`src/rtl/core/sfs_pkg.sv`:
```
package sfs_pkg;

    // Table sizes.
    localparam int MAX_FRAMES = 64;
    localparam int MAX_ANIMS  = 16;
    localparam int FRAME_AW   = (MAX_FRAMES > 1) ? $clog2(MAX_FRAMES) : 1;
    localparam int ANIM_AW    = (MAX_ANIMS > 1) ? $clog2(MAX_ANIMS) : 1;

    // Field widths.
    localparam int CMD_W   = 2;
    localparam int SLOT_W  = 6;
    localparam int FRAME_W = 6;
    localparam int TIME_W  = 24;
    localparam int DT_W    = 16;
    localparam int MODE_W  = 2;
    localparam int RATE_W  = 16;
    localparam int FLAGS_W = 2;
    localparam int FRAC_W  = 8;

    localparam int PROD_W    = DT_W + RATE_W;
    localparam int DIV_NUM_W = TIME_W + FRAC_W;
    localparam int DIV_CNT_W = $clog2(DIV_NUM_W);

    localparam logic [TIME_W-1:0] TIME_MAX = {TIME_W{1'b1}};
    localparam logic [RATE_W-1:0] RATE_MAX = {RATE_W{1'b1}};
    localparam logic [RATE_W-1:0] RATE_ONE = RATE_W'(1 << FRAC_W);

    localparam int FLAG_LOOP = 0;
    localparam int FLAG_REV  = 1;

    // Stream packing, lowest field first.
    localparam int S_SLOT_LO  = 0;
    localparam int S_DUR_LO   = S_SLOT_LO + SLOT_W;
    localparam int S_FROM_LO  = S_DUR_LO + TIME_W;
    localparam int S_TO_LO    = S_FROM_LO + FRAME_W;
    localparam int S_DT_LO    = S_TO_LO + FRAME_W;
    localparam int S_RATE_LO  = S_DT_LO + DT_W;
    localparam int S_FLAGS_LO = S_RATE_LO + RATE_W;
    localparam int S_USED_W   = S_FLAGS_LO + FLAGS_W;
    localparam int S_TDATA_W  = ((S_USED_W + 7) / 8) * 8;
    localparam int S_TUSER_W  = CMD_W + MODE_W;

    localparam int M_CUR_LO   = 0;
    localparam int M_TIME_LO  = M_CUR_LO + FRAME_W;
    localparam int M_DONE_LO  = M_TIME_LO + TIME_W;
    localparam int M_PREV_LO  = M_DONE_LO + 1;
    localparam int M_USED_W   = M_PREV_LO + FRAME_W;
    localparam int M_TDATA_W  = ((M_USED_W + 7) / 8) * 8;
    localparam int M_TUSER_W  = 1;

    typedef enum logic [CMD_W-1:0] {
        CMD_LOAD   = 2'd0,
        CMD_DEFINE = 2'd1,
        CMD_PLAY   = 2'd2
    } cmd_t;

    typedef enum logic [MODE_W-1:0] {
        RATE_DEFAULT = 2'd0,
        RATE_GIVEN   = 2'd1,
        RATE_TARGET  = 2'd2
    } rate_mode_t;

    typedef enum logic [3:0] {
        ST_IDLE,
        ST_DECODE,
        ST_SUM,
        ST_ANIM_WR,
        ST_PLAY_LOOK,
        ST_DIV_WAIT,
        ST_DUR_RD,
        ST_APPLY,
        ST_RESULT
    } seq_state_t;

    typedef struct packed {
        logic [FRAME_W-1:0] first;
        logic [FRAME_W-1:0] last;
        logic [TIME_W-1:0]  total;
    } anim_entry_t;

    localparam int ANIM_ENTRY_W = $bits(anim_entry_t);

    typedef struct packed {
        logic busy;
        logic done;
    } div_stat_t;

endpackage

```
`src/rtl/core/sfs_ram.sv`:
```
module sfs_ram #(
    parameter int WIDTH = 8,
    parameter int DEPTH = 16
) (
    input  logic                                        aclk,
    input  logic                                        we,
    input  logic [((DEPTH > 1) ? $clog2(DEPTH) : 1)-1:0] waddr,
    input  logic [WIDTH-1:0]                            wdata,
    input  logic [((DEPTH > 1) ? $clog2(DEPTH) : 1)-1:0] raddr,
    output logic [WIDTH-1:0]                            rdata
);

    logic [WIDTH-1:0] mem [DEPTH];
    logic [WIDTH-1:0] rdata_reg;

    always_ff @(posedge aclk) begin
        if (we) begin
            mem[waddr] <= wdata;
        end
        rdata_reg <= mem[raddr];
    end

    assign rdata = rdata_reg;

endmodule

```
`src/rtl/core/sfs_div.sv`:
```
module sfs_div (
    input  logic                             aclk,
    input  logic                             aresetn,
    input  logic                             start,
    input  logic [sfs_pkg::DIV_NUM_W-1:0]    dividend,
    input  logic [sfs_pkg::TIME_W-1:0]       divisor,
    output sfs_pkg::div_stat_t               stat,
    output logic [sfs_pkg::DIV_NUM_W-1:0]    quotient
);
    import sfs_pkg::*;

    // Restoring division, one quotient bit per cycle, most significant first.
    logic                 busy_reg, busy_next;
    logic                 done_reg, done_next;
    logic [DIV_CNT_W-1:0] cnt_reg, cnt_next;
    logic [TIME_W-1:0]    rem_reg, rem_next;
    logic [DIV_NUM_W-1:0] quo_reg, quo_next;
    logic [TIME_W-1:0]    dsr_reg, dsr_next;
    logic [TIME_W:0]      shifted;
    logic [TIME_W:0]      diff;
    logic                 ge;

    assign shifted = {rem_reg, quo_reg[DIV_NUM_W-1]};
    assign diff    = shifted - {1'b0, dsr_reg};
    assign ge      = (shifted >= {1'b0, dsr_reg});

    always_comb begin
        busy_next = busy_reg;
        done_next = 1'b0;
        cnt_next  = cnt_reg;
        rem_next  = rem_reg;
        quo_next  = quo_reg;
        dsr_next  = dsr_reg;
        if (start) begin
            busy_next = 1'b1;
            cnt_next  = DIV_CNT_W'(DIV_NUM_W - 1);
            rem_next  = '0;
            quo_next  = dividend;
            dsr_next  = divisor;
        end else if (busy_reg) begin
            rem_next = ge ? diff[TIME_W-1:0] : shifted[TIME_W-1:0];
            quo_next = {quo_reg[DIV_NUM_W-2:0], ge};
            cnt_next = cnt_reg - DIV_CNT_W'(1);
            if (cnt_reg == '0) begin
                busy_next = 1'b0;
                done_next = 1'b1;
            end
        end
    end

    always_ff @(posedge aclk) begin
        if (!aresetn) begin
            busy_reg <= 1'b0;
            done_reg <= 1'b0;
        end else begin
            busy_reg <= busy_next;
            done_reg <= done_next;
        end
        cnt_reg <= cnt_next;
        rem_reg <= rem_next;
        quo_reg <= quo_next;
        dsr_reg <= dsr_next;
    end

    assign stat.busy = busy_reg;
    assign stat.done = done_reg;
    assign quotient  = quo_reg;

endmodule

```
`src/rtl/core/sprite_frame_sequencer_unit.sv`:
```
// A load or an ignored command goes from decode straight to the result state. A define reads
// one frame duration per cycle and sums them, then writes the descriptor. A play looks up the
// animation, reads a frame duration and applies the step; a zero target skips to the
// result, and a rate derived from a target first waits on the bit-serial divider. One item is
// in flight at a time; a new beat can be taken in the cycle after the result is registered.
// Reset (aresetn low, synchronous) clears only the sequencer state, defined bits, m_tvalid.
module sprite_frame_sequencer_unit (
    input  logic                            aclk,
    input  logic                            aresetn,
    input  logic                            s_tvalid,
    output logic                            s_tready,
    // s_tdata, lowest bit up: slot, duration, anim_from, anim_to, dt, rate_value, mode_flags
    input  logic [sfs_pkg::S_TDATA_W-1:0]   s_tdata,
    // s_tuser, lowest bit up: command, rate_mode
    input  logic [sfs_pkg::S_TUSER_W-1:0]   s_tuser,
    output logic                            m_tvalid,
    input  logic                            m_tready,
    // m_tdata, lowest bit up: current_frame, time in frame, done_res, previous_frame
    output logic [sfs_pkg::M_TDATA_W-1:0]   m_tdata,
    // m_tuser: status (1 when the command was ignored)
    output logic [sfs_pkg::M_TUSER_W-1:0]   m_tuser
);
    import sfs_pkg::*;

    // The frame durations live in one RAM and the animation descriptors
    // (first, last, summed duration) in another; both have a registered read.
    // Items are handled one at a time, so reads never overlap a pending write.

    seq_state_t state_reg, state_next;

    // Captured input beat.
    logic [CMD_W-1:0]   cmd_reg, cmd_next;
    logic [SLOT_W-1:0]  slot_reg, slot_next;
    logic [TIME_W-1:0]  dur_in_reg, dur_in_next;
    logic [FRAME_W-1:0] from_reg, from_next;
    logic [FRAME_W-1:0] to_reg, to_next;
    logic [DT_W-1:0]    dt_reg, dt_next;
    logic [MODE_W-1:0]  mode_reg, mode_next;
    logic [RATE_W-1:0]  rate_in_reg, rate_in_next;
    logic [FLAGS_W-1:0] flags_in_reg, flags_in_next;
    logic [FRAME_W-1:0] prev_reg, prev_next;
    logic               status_reg, status_next;

    // Sequencer state.
    logic [MAX_ANIMS-1:0] defined_reg, defined_next;
    logic [ANIM_AW-1:0]   active_reg, active_next;
    logic                 active_valid_reg, active_valid_next;
    logic [FRAME_W-1:0]   frame_reg, frame_next;
    logic [TIME_W-1:0]    time_reg, time_next;
    logic [RATE_W-1:0]    rate_reg, rate_next;
    logic [FLAGS_W-1:0]   flags_reg, flags_next;
    logic                 finished_reg, finished_next;

    // Work registers.
    logic [FRAME_W-1:0] idx_reg, idx_next;
    logic               issued_all_reg, issued_all_next;
    logic               pend_reg, pend_next;
    logic [TIME_W-1:0]  sum_reg, sum_next;
    logic [FRAME_W-1:0] first_reg, first_next;
    logic [FRAME_W-1:0] last_reg, last_next;
    logic               rate_fixed_reg, rate_fixed_next;
    logic               restart_reg, restart_next;
    logic [FRAME_W-1:0] dur_addr_reg, dur_addr_next;
    logic               dur_ok_reg, dur_ok_next;
    logic [PROD_W-1:0]  prod_reg, prod_next;

    // Output register.
    logic                 m_tvalid_reg, m_tvalid_next;
    logic [M_TDATA_W-1:0] m_tdata_reg, m_tdata_next;
    logic [M_TUSER_W-1:0] m_tuser_reg, m_tuser_next;

    // RAM ports.
    logic                    frame_we;
    logic [FRAME_AW-1:0]     frame_raddr;
    logic [TIME_W-1:0]       frame_rdata;
    logic                    anim_we;
    anim_entry_t             anim_wentry;
    logic [ANIM_ENTRY_W-1:0] anim_rdata;
    anim_entry_t             anim_rentry;

    // Divider.
    logic                 div_start;
    div_stat_t            div_stat;
    logic [DIV_NUM_W-1:0] div_quo;

    // Decoded conditions.
    logic               accept;
    logic               load_ok;
    logic               define_ok;
    logic               play_ok;
    logic               out_free;
    logic               rev;
    logic               loop;
    logic               restart_now;
    logic [TIME_W:0]    sum_add;
    logic [TIME_W-1:0]  dur_val;
    logic [TIME_W-1:0]  inc;
    logic [TIME_W:0]    fwd_add;
    logic [TIME_W-1:0]  fwd_time;

    assign accept    = s_tvalid && s_tready;
    assign s_tready  = (state_reg == ST_IDLE);
    assign out_free  = !m_tvalid_reg || m_tready;

    assign load_ok   = (32'(slot_reg) < MAX_FRAMES);
    assign define_ok = (32'(slot_reg) < MAX_ANIMS) && (from_reg <= to_reg)
                       && (32'(to_reg) < MAX_FRAMES);
    assign play_ok   = (32'(slot_reg) < MAX_ANIMS) && defined_reg[slot_reg[ANIM_AW-1:0]];

    assign rev  = flags_in_reg[FLAG_REV];
    assign loop = flags_in_reg[FLAG_LOOP];

    // A different animation, a finished one, or the first play starts over.
    assign restart_now = finished_reg || !active_valid_reg
                         || (slot_reg[ANIM_AW-1:0] != active_reg);

    assign sum_add  = {1'b0, sum_reg} + {1'b0, frame_rdata};
    assign dur_val  = dur_ok_reg ? frame_rdata : '0;
    assign inc      = prod_reg[PROD_W-1:FRAC_W];
    assign fwd_add  = {1'b0, time_reg} + {1'b0, inc};
    assign fwd_time = fwd_add[TIME_W] ? TIME_MAX : fwd_add[TIME_W-1:0];

    assign anim_rentry = anim_entry_t'(anim_rdata);

    // Next-state logic.
    always_comb begin
        state_next = state_reg;
        unique case (state_reg)
            ST_IDLE: begin
                if (accept) begin
                    state_next = ST_DECODE;
                end
            end
            ST_DECODE: begin
                case (cmd_reg)
                    CMD_DEFINE: state_next = define_ok ? ST_SUM : ST_RESULT;
                    CMD_PLAY:   state_next = play_ok ? ST_PLAY_LOOK : ST_RESULT;
                    default:    state_next = ST_RESULT;
                endcase
            end
            ST_SUM: begin
                if (issued_all_reg && pend_reg) begin
                    state_next = ST_ANIM_WR;
                end
            end
            ST_ANIM_WR: state_next = ST_RESULT;
            ST_PLAY_LOOK: begin
                if (mode_reg == RATE_TARGET) begin
                    state_next = (dur_in_reg == '0) ? ST_RESULT : ST_DIV_WAIT;
                end else begin
                    state_next = ST_DUR_RD;
                end
            end
            ST_DIV_WAIT: begin
                if (div_stat.done) begin
                    state_next = ST_DUR_RD;
                end
            end
            ST_DUR_RD: state_next = ST_APPLY;
            ST_APPLY:  state_next = ST_RESULT;
            ST_RESULT: begin
                if (out_free) begin
                    state_next = ST_IDLE;
                end
            end
            default: state_next = ST_IDLE;
        endcase
    end

    // Datapath and output logic.
    always_comb begin
        cmd_next          = cmd_reg;
        slot_next         = slot_reg;
        dur_in_next       = dur_in_reg;
        from_next         = from_reg;
        to_next           = to_reg;
        dt_next           = dt_reg;
        mode_next         = mode_reg;
        rate_in_next      = rate_in_reg;
        flags_in_next     = flags_in_reg;
        prev_next         = prev_reg;
        status_next       = status_reg;
        defined_next      = defined_reg;
        active_next       = active_reg;
        active_valid_next = active_valid_reg;
        frame_next        = frame_reg;
        time_next         = time_reg;
        rate_next         = rate_reg;
        flags_next        = flags_reg;
        finished_next     = finished_reg;
        idx_next          = idx_reg;
        issued_all_next   = issued_all_reg;
        pend_next         = pend_reg;
        sum_next          = sum_reg;
        first_next        = first_reg;
        last_next         = last_reg;
        rate_fixed_next   = rate_fixed_reg;
        restart_next      = restart_reg;
        dur_addr_next     = dur_addr_reg;
        dur_ok_next       = dur_ok_reg;
        prod_next         = prod_reg;
        m_tvalid_next     = m_tvalid_reg && !m_tready;
        m_tdata_next      = m_tdata_reg;
        m_tuser_next      = m_tuser_reg;
        frame_we          = 1'b0;
        frame_raddr       = idx_reg[FRAME_AW-1:0];
        anim_we           = 1'b0;
        anim_wentry       = '{first: from_reg, last: to_reg, total: sum_reg};
        div_start         = 1'b0;

        unique case (state_reg)
            ST_IDLE: begin
                if (accept) begin
                    cmd_next      = s_tuser[CMD_W-1:0];
                    mode_next     = s_tuser[CMD_W +: MODE_W];
                    slot_next     = s_tdata[S_SLOT_LO +: SLOT_W];
                    dur_in_next   = s_tdata[S_DUR_LO +: TIME_W];
                    from_next     = s_tdata[S_FROM_LO +: FRAME_W];
                    to_next       = s_tdata[S_TO_LO +: FRAME_W];
                    dt_next       = s_tdata[S_DT_LO +: DT_W];
                    rate_in_next  = s_tdata[S_RATE_LO +: RATE_W];
                    flags_in_next = s_tdata[S_FLAGS_LO +: FLAGS_W];
                    prev_next     = frame_reg;
                end
            end
            ST_DECODE: begin
                status_next     = 1'b1;
                idx_next        = from_reg;
                issued_all_next = 1'b0;
                pend_next       = 1'b0;
                sum_next        = '0;
                if (cmd_reg == CMD_LOAD && load_ok) begin
                    frame_we    = 1'b1;
                    status_next = 1'b0;
                end
            end
            ST_SUM: begin
                // Reads are issued one frame per cycle; each sum step adds the data of the read issued before it.
                if (pend_reg) begin
                    sum_next = sum_add[TIME_W] ? TIME_MAX : sum_add[TIME_W-1:0];
                end
                if (!issued_all_reg) begin
                    pend_next = 1'b1;
                    if (idx_reg == to_reg) begin
                        issued_all_next = 1'b1;
                    end else begin
                        idx_next = idx_reg + FRAME_W'(1);
                    end
                end else begin
                    pend_next = 1'b0;
                end
            end
            ST_ANIM_WR: begin
                anim_we      = 1'b1;
                defined_next[slot_reg[ANIM_AW-1:0]] = 1'b1;
                status_next  = 1'b0;
            end
            ST_PLAY_LOOK: begin
                first_next      = anim_rentry.first;
                last_next       = anim_rentry.last;
                status_next     = 1'b0;
                rate_fixed_next = 1'b0;
                case (mode_reg)
                    RATE_TARGET: begin
                        if (dur_in_reg == '0) begin
                            // A zero target jumps straight to the end.
                            frame_next    = rev ? anim_rentry.first : anim_rentry.last;
                            finished_next = 1'b1;
                        end else begin
                            div_start       = 1'b1;
                            rate_fixed_next = 1'b1;
                        end
                    end
                    RATE_GIVEN: begin
                        rate_next       = rate_in_reg;
                        rate_fixed_next = 1'b1;
                    end
                    default: ;
                endcase
            end
            ST_DIV_WAIT: begin
                if (div_stat.done) begin
                    rate_next = (div_quo[DIV_NUM_W-1:RATE_W] != '0) ? RATE_MAX
                                                                    : div_quo[RATE_W-1:0];
                end
            end
            ST_DUR_RD: begin
                flags_next   = flags_in_reg;
                restart_next = restart_now;
                // The duration needed next is known before the time compare.
                if (restart_now || (rev && frame_reg <= first_reg)) begin
                    dur_addr_next = last_reg;
                end else if (rev) begin
                    dur_addr_next = frame_reg - FRAME_W'(1);
                end else begin
                    dur_addr_next = frame_reg;
                end
                dur_ok_next = (32'(dur_addr_next) < MAX_FRAMES);
                frame_raddr = dur_addr_next[FRAME_AW-1:0];
                prod_next   = PROD_W'(dt_reg) * PROD_W'(rate_reg);
            end
            ST_APPLY: begin
                if (restart_reg) begin
                    active_next       = slot_reg[ANIM_AW-1:0];
                    active_valid_next = 1'b1;
                    finished_next     = 1'b0;
                    frame_next        = rev ? last_reg : first_reg;
                    time_next         = rev ? dur_val : '0;
                    if (!rate_fixed_reg) begin
                        rate_next = RATE_ONE;
                    end
                end else if (rev) begin
                    if (inc >= time_reg) begin
                        time_next = '0;
                        if (frame_reg <= first_reg) begin
                            if (loop) begin
                                frame_next = last_reg;
                                time_next  = dur_val;
                            end else begin
                                finished_next = 1'b1;
                            end
                        end else begin
                            frame_next = frame_reg - FRAME_W'(1);
                            time_next  = dur_val;
                        end
                    end else begin
                        time_next = time_reg - inc;
                    end
                end else begin
                    if (fwd_time >= dur_val) begin
                        time_next = dur_val;
                        if (frame_reg >= last_reg) begin
                            if (loop) begin
                                frame_next = first_reg;
                                time_next  = '0;
                            end else begin
                                finished_next = 1'b1;
                            end
                        end else begin
                            frame_next = frame_reg + FRAME_W'(1);
                            time_next  = '0;
                        end
                    end else begin
                        time_next = fwd_time;
                    end
                end
            end
            ST_RESULT: begin
                if (out_free) begin
                    m_tvalid_next = 1'b1;
                    m_tdata_next  = '0;
                    m_tdata_next[M_CUR_LO +: FRAME_W]  = frame_reg;
                    m_tdata_next[M_TIME_LO +: TIME_W]  = time_reg;
                    m_tdata_next[M_DONE_LO]            = finished_reg;
                    m_tdata_next[M_PREV_LO +: FRAME_W] = prev_reg;
                    m_tuser_next  = M_TUSER_W'(status_reg);
                end
            end
            default: ;
        endcase
    end

    always_ff @(posedge aclk) begin
        if (!aresetn) begin
            state_reg        <= ST_IDLE;
            defined_reg      <= '0;
            active_reg       <= '0;
            active_valid_reg <= 1'b0;
            frame_reg        <= '0;
            time_reg         <= '0;
            rate_reg         <= RATE_ONE;
            flags_reg        <= '0;
            finished_reg     <= 1'b0;
            m_tvalid_reg     <= 1'b0;
        end else begin
            state_reg        <= state_next;
            defined_reg      <= defined_next;
            active_reg       <= active_next;
            active_valid_reg <= active_valid_next;
            frame_reg        <= frame_next;
            time_reg         <= time_next;
            rate_reg         <= rate_next;
            flags_reg        <= flags_next;
            finished_reg     <= finished_next;
            m_tvalid_reg     <= m_tvalid_next;
        end
        cmd_reg        <= cmd_next;
        slot_reg       <= slot_next;
        dur_in_reg     <= dur_in_next;
        from_reg       <= from_next;
        to_reg         <= to_next;
        dt_reg         <= dt_next;
        mode_reg       <= mode_next;
        rate_in_reg    <= rate_in_next;
        flags_in_reg   <= flags_in_next;
        prev_reg       <= prev_next;
        status_reg     <= status_next;
        idx_reg        <= idx_next;
        issued_all_reg <= issued_all_next;
        pend_reg       <= pend_next;
        sum_reg        <= sum_next;
        first_reg      <= first_next;
        last_reg       <= last_next;
        rate_fixed_reg <= rate_fixed_next;
        restart_reg    <= restart_next;
        dur_addr_reg   <= dur_addr_next;
        dur_ok_reg     <= dur_ok_next;
        prod_reg       <= prod_next;
        m_tdata_reg    <= m_tdata_next;
        m_tuser_reg    <= m_tuser_next;
    end

    assign m_tvalid = m_tvalid_reg;
    assign m_tdata  = m_tdata_reg;
    assign m_tuser  = m_tuser_reg;

    sfs_ram #(
        .WIDTH (TIME_W),
        .DEPTH (MAX_FRAMES)
    ) u_frame_ram (
        .aclk  (aclk),
        .we    (frame_we),
        .waddr (slot_reg[FRAME_AW-1:0]),
        .wdata (dur_in_reg),
        .raddr (frame_raddr),
        .rdata (frame_rdata)
    );

    sfs_ram #(
        .WIDTH (ANIM_ENTRY_W),
        .DEPTH (MAX_ANIMS)
    ) u_anim_ram (
        .aclk  (aclk),
        .we    (anim_we),
        .waddr (slot_reg[ANIM_AW-1:0]),
        .wdata (anim_wentry),
        .raddr (slot_reg[ANIM_AW-1:0]),
        .rdata (anim_rdata)
    );

    // Derived rate: summed duration scaled by one unit of rate, over the target.
    sfs_div u_div (
        .aclk     (aclk),
        .aresetn  (aresetn),
        .start    (div_start),
        .dividend ({anim_rentry.total, FRAC_W'(0)}),
        .divisor  (dur_in_reg),
        .stat     (div_stat),
        .quotient (div_quo)
    );

    // The divider only runs while the sequencer waits for it.
    assert property (@(posedge aclk) disable iff (!aresetn)
        div_stat.busy |-> state_reg == ST_DIV_WAIT)
        else $error("divider busy outside its wait state");

    // The active animation always points at a defined slot.
    assert property (@(posedge aclk) disable iff (!aresetn)
        active_valid_reg |-> defined_reg[active_reg])
        else $error("active animation is not defined");

    // A new result beat is only produced from the result state.
    assert property (@(posedge aclk) disable iff (!aresetn)
        $rose(m_tvalid) |-> $past(state_reg) == ST_RESULT)
        else $error("result beat raised outside the result state");

    // An accepted beat always goes to decode next.
    assert property (@(posedge aclk) disable iff (!aresetn)
        accept |=> state_reg == ST_DECODE)
        else $error("accepted beat not decoded");

endmodule

```
`config.mk`:
```
export PLATFORM = sky130hd
export DESIGN_NAME = sprite_frame_sequencer_unit
export DESIGN_NICKNAME = d
export VERILOG_FILES = /design/src/rtl/core/sfs_pkg.sv /design/src/rtl/core/sfs_ram.sv /design/src/rtl/core/sfs_div.sv /design/src/rtl/core/sprite_frame_sequencer_unit.sv
export SDC_FILE = /design/constraint.sdc
export NUM_CORES = 2
export LEC_CHECK = 0
export ABC_CLOCK_PERIOD_IN_PS = 10840
export BUFFER_PORTS_ARGS = -buffer_cell sky130_fd_sc_hd__buf_2
export CORE_ASPECT_RATIO = 0.75
export CORE_MARGIN = 1.5
export CORE_UTILIZATION = 50
export CTS_CLUSTER_SIZE = 16
export DETAILED_ROUTE_END_ITERATION = 12
export PLACE_DENSITY = 0.66
export SLEW_MARGIN = 0
export SYNTH_ARGS = -nofsm -noshare
export SYNTH_HDL_FRONTEND = slang
export SYNTH_SLANG_ARGS = --single-unit
```
`constraint.sdc`:
```
create_clock -name aclk -period 10.84 [get_ports aclk]
set_input_delay 1.084 -clock aclk [delete_from_list [all_inputs] [get_ports aclk]]
set_output_delay 1.084 -clock aclk [all_outputs]
set_load 0.02 [all_outputs]
```
Word level (Yosys, flattened, before mapping)

Memories as Yosys holds them, arrays and structs flattened. A register that Yosys moved wholly into a read port is not among the register bits.
Cells that the tools add are included.

Register bits: 363
Memory bits (writable): 2112
Input port bits: 88
Output and inout port bits: 43
Logic and storage cells: 218
Memories: 2

Add/sub/neg operators: 8
Multiply operators: 1
$lt $le $gt $ge: 9
Equal/unequal tests: 32
Mux-type cells: 89
Bitwise logic cells: 3
Reductions and logical operators: 36

Memory list:

| memory          | depth | bits a word | read ports | clocked after Yosys merged registers in | write ports | RTL line      | RTL |
|---|---|---|---|---|---|---|---|
| u_frame_ram.mem | 64    | 24          | 1          | 1                                       | 1           | sfs_ram.sv:13 | `logic [WIDTH-1:0] mem [DEPTH];` |
| u_anim_ram.mem  | 16    | 36          | 1          | 1                                       | 1           | sfs_ram.sv:13 |  |

Operator list:

| operator            | count |
|---|---|
| $mux 24             | 13 |
| $mux 6              | 17 |
| $mux 16             | 5 |
| $mux 32             | 2 |
| $add 24x24->25      | 2 |
| $ge 24x24->1        | 2 |
| $pmux 16 s3         | 1 |
| $pmux 24 s2         | 1 |
| $sub 24x24->24      | 2 |
| $mul 16x16->32      | 1 |
| $mux 4              | 8 |
| $pmux 4 s8          | 1 |
| $mux 1              | 31 |
| $ge 25x24->1        | 1 |
| $logic_not 24->1    | 1 |
| $pmux 6 s2          | 2 |
| $ne 2x2->1 const B  | 9 |
| $eq 4x3->1 const B  | 4 |
| $ne 4x4->1 const B  | 4 |
| $or 16x16->16       | 1 |
| $reduce_bool 16->1  | 1 |
| $reduce_and 7->1    | 2 |
| $add 6x1->6 const B | 2 |
| $le 6x6->1          | 2 |
| other kinds (34)    | 63 |

Logic depth before layout (Yosys ltp)

Depth in word-level cells: 7
Gate-level depth with buffers: 26
Depth with buffers taken out: 23

By module

From an unflattened synthesis, not the netlist that was laid out.

Cell total of the unflattened synthesis: 6498
Area total of the unflattened synthesis: 110388.4 um2

By module, submodules not included:

| module                      | times used | cells each | area an instance (um2) | seq. area each (um2) |
|---|---|---|---|---|
| sfs_ram at u_frame_ram      | 1          | 2606       | 59384.5                | 46604.7 |
| sprite_frame_sequencer_unit | 1          | 2500       | 23817.8                | 7317.0 |
| sfs_ram at u_anim_ram       | 1          | 938        | 22318.9                | 18017.3 |
| sfs_div                     | 1          | 454        | 4867.2                 | 2302.2 |

Worst setup path before layout

Ideal clock, no wire load.

Path type: register -> register
Start point: register rate_reg[7]
End point: register prod_reg[31] (data pin)
Setup time: 0.271 ns
Arrival time: 5.856 ns
Data required time: 10.569 ns
Setup slack: 4.713 ns
Stages on the path, launching flop included: 23
Buffers on the path: 2
Clock period less this slack: 6.127 ns
Cells stage by stage: dfxtp_1 -> clkbuf_1 -> clkbuf_1 -> nand2_1 -> fa_1 -> fa_1 -> inv_1 -> fa_1 -> fa_1 -> fa_1 -> inv_1 -> fa_1 -> inv_1 -> ha_1 -> a21o_1 -> a21oi_1 -> nand2_1 -> a21oi_1 -> a311oi_1 -> o21ai_0 -> nand2_1 -> a2111oi_0 -> xnor2_1

Cells in the longest elaborated chain, start to end: 1

Ends and longest elaborated chain:

| element                | RTL line                           | RTL |
|---|---|---|
| start, declared        | sprite_frame_sequencer_unit.sv:50  | `logic [RATE_W-1:0] rate_reg, rate_next;` |
| start signal, assigned | sprite_frame_sequencer_unit.sv:382 | `rate_reg <= rate_next;` |
| $mul 16x16->32         | sprite_frame_sequencer_unit.sv:300 | `prod_next = PROD_W'(dt_reg) * PROD_W'(rate_reg);` |
| end signal, assigned   | sprite_frame_sequencer_unit.sv:408 | `prod_reg <= prod_next;` |
| end, declared          | sprite_frame_sequencer_unit.sv:65  | `logic [PROD_W-1:0] prod_reg, prod_next;` |

Every way passes these cells.
A chain may end at the register's enable or synchronous reset.

Worst setup path after layout

Start point: register dt_reg[13]
End point: register prod_reg[31] (data pin)

Cells in the longest elaborated chain, start to end: 1

Ends and longest elaborated chain:

| element                | RTL line                           | RTL |
|---|---|---|
| start, declared        | sprite_frame_sequencer_unit.sv:37  | `logic [DT_W-1:0] dt_reg, dt_next;` |
| start signal, assigned | sprite_frame_sequencer_unit.sv:392 | `dt_reg <= dt_next;` |
| $mul 16x16->32         | sprite_frame_sequencer_unit.sv:300 |  |

Every way passes these cells.

==> impl_metrics.env <==
export IMPL_outcome="finished, violations left"
export IMPL_violations="capacitance limit"
export IMPL_total_power_mw=21.66
export IMPL_port_buffers=123
export IMPL_synth_seq_cells=2527
export IMPL_gp_congestion=0.9225
export IMPL_die_h_um=412.3
export IMPL_drive_gt1_frac=0.1135
export IMPL_fp_dieW_um=548.8
export IMPL_cts_path_max_buffers=4
export IMPL_post_cts_buffers=0
export IMPL_max_cap_violations=1
export IMPL_vdd_drop_max_uv=153.2
export IMPL_rr_worst_depth=21
export IMPL_design_core_area_sq_um=222400
export IMPL_ioPinCount=131
export IMPL_synth_edff_count=2355
export IMPL_rsz0062_at_grt="no"
export IMPL_die_area_sq_um=226300
export IMPL_cp_max_fo=16
export IMPL_fin_crit_sh=0.6484
export IMPL_r2r_start="dt_reg[13]"
export IMPL_hold_viol=0
export IMPL_largest_register_ff_count=1536
export IMPL_dr_total_vias=69756
export IMPL_hold_buffers=0
export IMPL_fin_nets=8877
export IMPL_worstSetupPathType="reg -> reg"
export IMPL_routed_wl_um=305300
export IMPL_antenna_found_initial=16
export IMPL_critPathRequiredTime_ns=11.39
export IMPL_synthTopCellsByArea="edfxtp_1, nand2_1, mux4_2, fa_1, dfxtp_1"
export IMPL_async_flop_share=0
export IMPL_end_kind="flip-flop"
export IMPL_ys_types=85
export IMPL_synthToLayoutAreaGrowth_pct=10.57
export IMPL_synth_top_area_frac=0.6331
export IMPL_gr_total_overflow=0
export IMPL_grt_pass1_vias=66508
export IMPL_synth_seq_area_share=0.6639
export IMPL_grt_usage=0.2677
export IMPL_dpl_hpwl_um=182400
export IMPL_placementRows=150
export IMPL_vias_per_cell=6.063
export IMPL_ys_flop_type="edfxtp_1"
export IMPL_ys_warnings_count=0
export IMPL_root_buffer="clkbuf_16"
export IMPL_grt_max_degree=158
export IMPL_fin_tns_setup_ns=0
export IMPL_hold_slack_ns=0.3436
export IMPL_cts_tree="yes"
export IMPL_stdcell_count=11506
export IMPL_r2r_end="prod_reg[31]"
export IMPL_r2r_slack_ns=3.81
export IMPL_clk_pin_slew_ns=0.06
export IMPL_firstDrtPassIters=6
export IMPL_synth_area_sq_um=111700
export IMPL_worst_slew_pin_slew_ns=1.466
export IMPL_hold_path_endpoint="slot_reg[5]"
export IMPL_final_area_sq_um=123500
export IMPL_wl_per_cell_um=26.53
export IMPL_ant_nets=0
export IMPL_numCtsBuffers=237
export IMPL_worstPathArrival_ns=7.58
export IMPL_synth_avg_cell_area_sq_um=13.49
export IMPL_h_tree_depth=4
export IMPL_synth_most_common_cell="edfxtp_1"
export IMPL_synthCells=8282
export IMPL_fmax_mhz=142.3
export IMPL_post_route_min_period_ns=7.029
export IMPL_p_leak_nw=44.05
export IMPL_slew_headroom=0.01700
export IMPL_post_cts_resized=0
export IMPL_dp_cells=11069
export IMPL_drc=0
export IMPL_skew_ns=0.1132
export IMPL_synthTopCellsByCount="edfxtp_1, nand2_1, nand3_1"
export IMPL_powerDensity_nw_per_um2=175.3
export IMPL_insertion_delay_ns=0.92
export IMPL_start_kind="flip-flop"
export IMPL_grt_pass1_wl_um=446200
export IMPL_placed_area_sq_um=115900
export IMPL_finalSetupViolCount=0
export IMPL_synth_top_area_cell="edfxtp_1"
export IMPL_drt_iter0_drc=9729
export IMPL_worstHoldPathType="in -> reg"
export IMPL_hold_start="s_tdata[5]"
export IMPL_start_util=0.5023
export IMPL_clkSinkCount=2527
export IMPL_drv_slew=0
export IMPL_whs_path_depth=1
==> metrics by stage <==
stage	utilization	worst slack (ns)
2_1_floorplan	-	4.713
3_3_place_gp	0.5213	3.984
3_5_place_dp	0.5213	3.903
4_1_cts	0.5553	3.844
5_1_grt	0.5553	3.449
6_report	0.5554	3.811
==> logic make-up after synthesis <==
| group | after synthesis | synth area share |
|---|---|---|
| buf+inv | 868 | 0.03103 |
| simple gates | 2862 | 0.1136 |
| xor+xnor | 120 | 0.009409 |
| flops | 2527 | 0.6639 |
| other cells | 1 | 0.00003357 |
| compound gates | 1070 | 0.06339 |
| mux | 389 | 0.05553 |
| fa+ha+maj | 445 | 0.06308 |
==> how the worst max path moves through the flow <==
| stage | cells past startpoint | endpoint | slack, ns | start |
|---|---|---|---|---|
| 3_5_place_dp | 21 | prod_reg[31] | 3.90 | dt_reg[13] |
| 6_report | 21 | prod_reg[31] | 3.81 | dt_reg[13] |
| 2_1_floorplan | 22 | prod_reg[31] | 4.71 | rate_reg[7] |
| 4_1_cts | 21 | prod_reg[31] | 3.84 | dt_reg[13] |
| 3_3_place_gp | 21 | prod_reg[31] | 3.98 | dt_reg[13] |
| 5_1_grt | 20 | prod_reg[31] | 3.45 | dt_reg[14] |
==> worst max-delay path, cell delays in order (launching register included) <==
cell	delay (ns)
edfxtp_1	0.75
and2_1	0.35
fa_1	0.53
inv_1	0.05
fa_1	0.47
fa_1	0.52
inv_1	0.06
fa_1	0.50
fa_1	0.49
inv_1	0.05
fa_1	0.56
inv_1	0.07
ha_1	0.32
a21o_1	0.17
a21oi_1	0.28
nand2_1	0.08
a21oi_1	0.19
a311oi_1	0.12
o21ai_0	0.36
nand2_1	0.16
a2111oi_0	0.53
xnor2_1	0.14
==> power by group <==
part	total [mW]	switching (mW)	internal [mW]	leakage, nW
Clock	8.22	3.61	4.62	3.70
Combinational	2.29	1.57	0.719	17.7
Sequential	11.1	0.242	10.9	22.7
==> layout make-up <==
class	instances	area, sq um
Multi-Input combinational cell	4889	34500
Clock inverter	117	1116
Sequential cell	2527	74160
Antenna cell	5	12.51
Clock buffer	315	6437
Inverter	371	1393
Tap cell	2964	3709
Timing Repair Buffer	318	2180
Fill cell	17742	98890
==> layer usage <==
metal | share of wire | up-vias | global-route usage
li1 | - | 30573 | -
met1 | 0.43 | 35206 | 0.4136
met2 | 0.43 | 3543 | 0.3834
met3 | 0.12 | 430 | 0.05880
met4 | 0.023 | 4 | 0.06664
met5 | 0.000088 | - | 0
==> layout by cell type (no fill, tap or decap), types with 197 or more instances in the layout <==
| cell type | instances |
|---|---|
| a21oi_1 | 233 |
| inv_1 | 368 |
| clkbuf_16 | 240 |
| ha_1 | 248 |
| nand3_1 | 682 |
| nand2_1 | 1577 |
| o21ai_0 | 200 |
| mux2i_1 | 199 |
| fa_1 | 197 |
| edfxtp_1 | 2355 |
(Power assumes the default switching activity.)
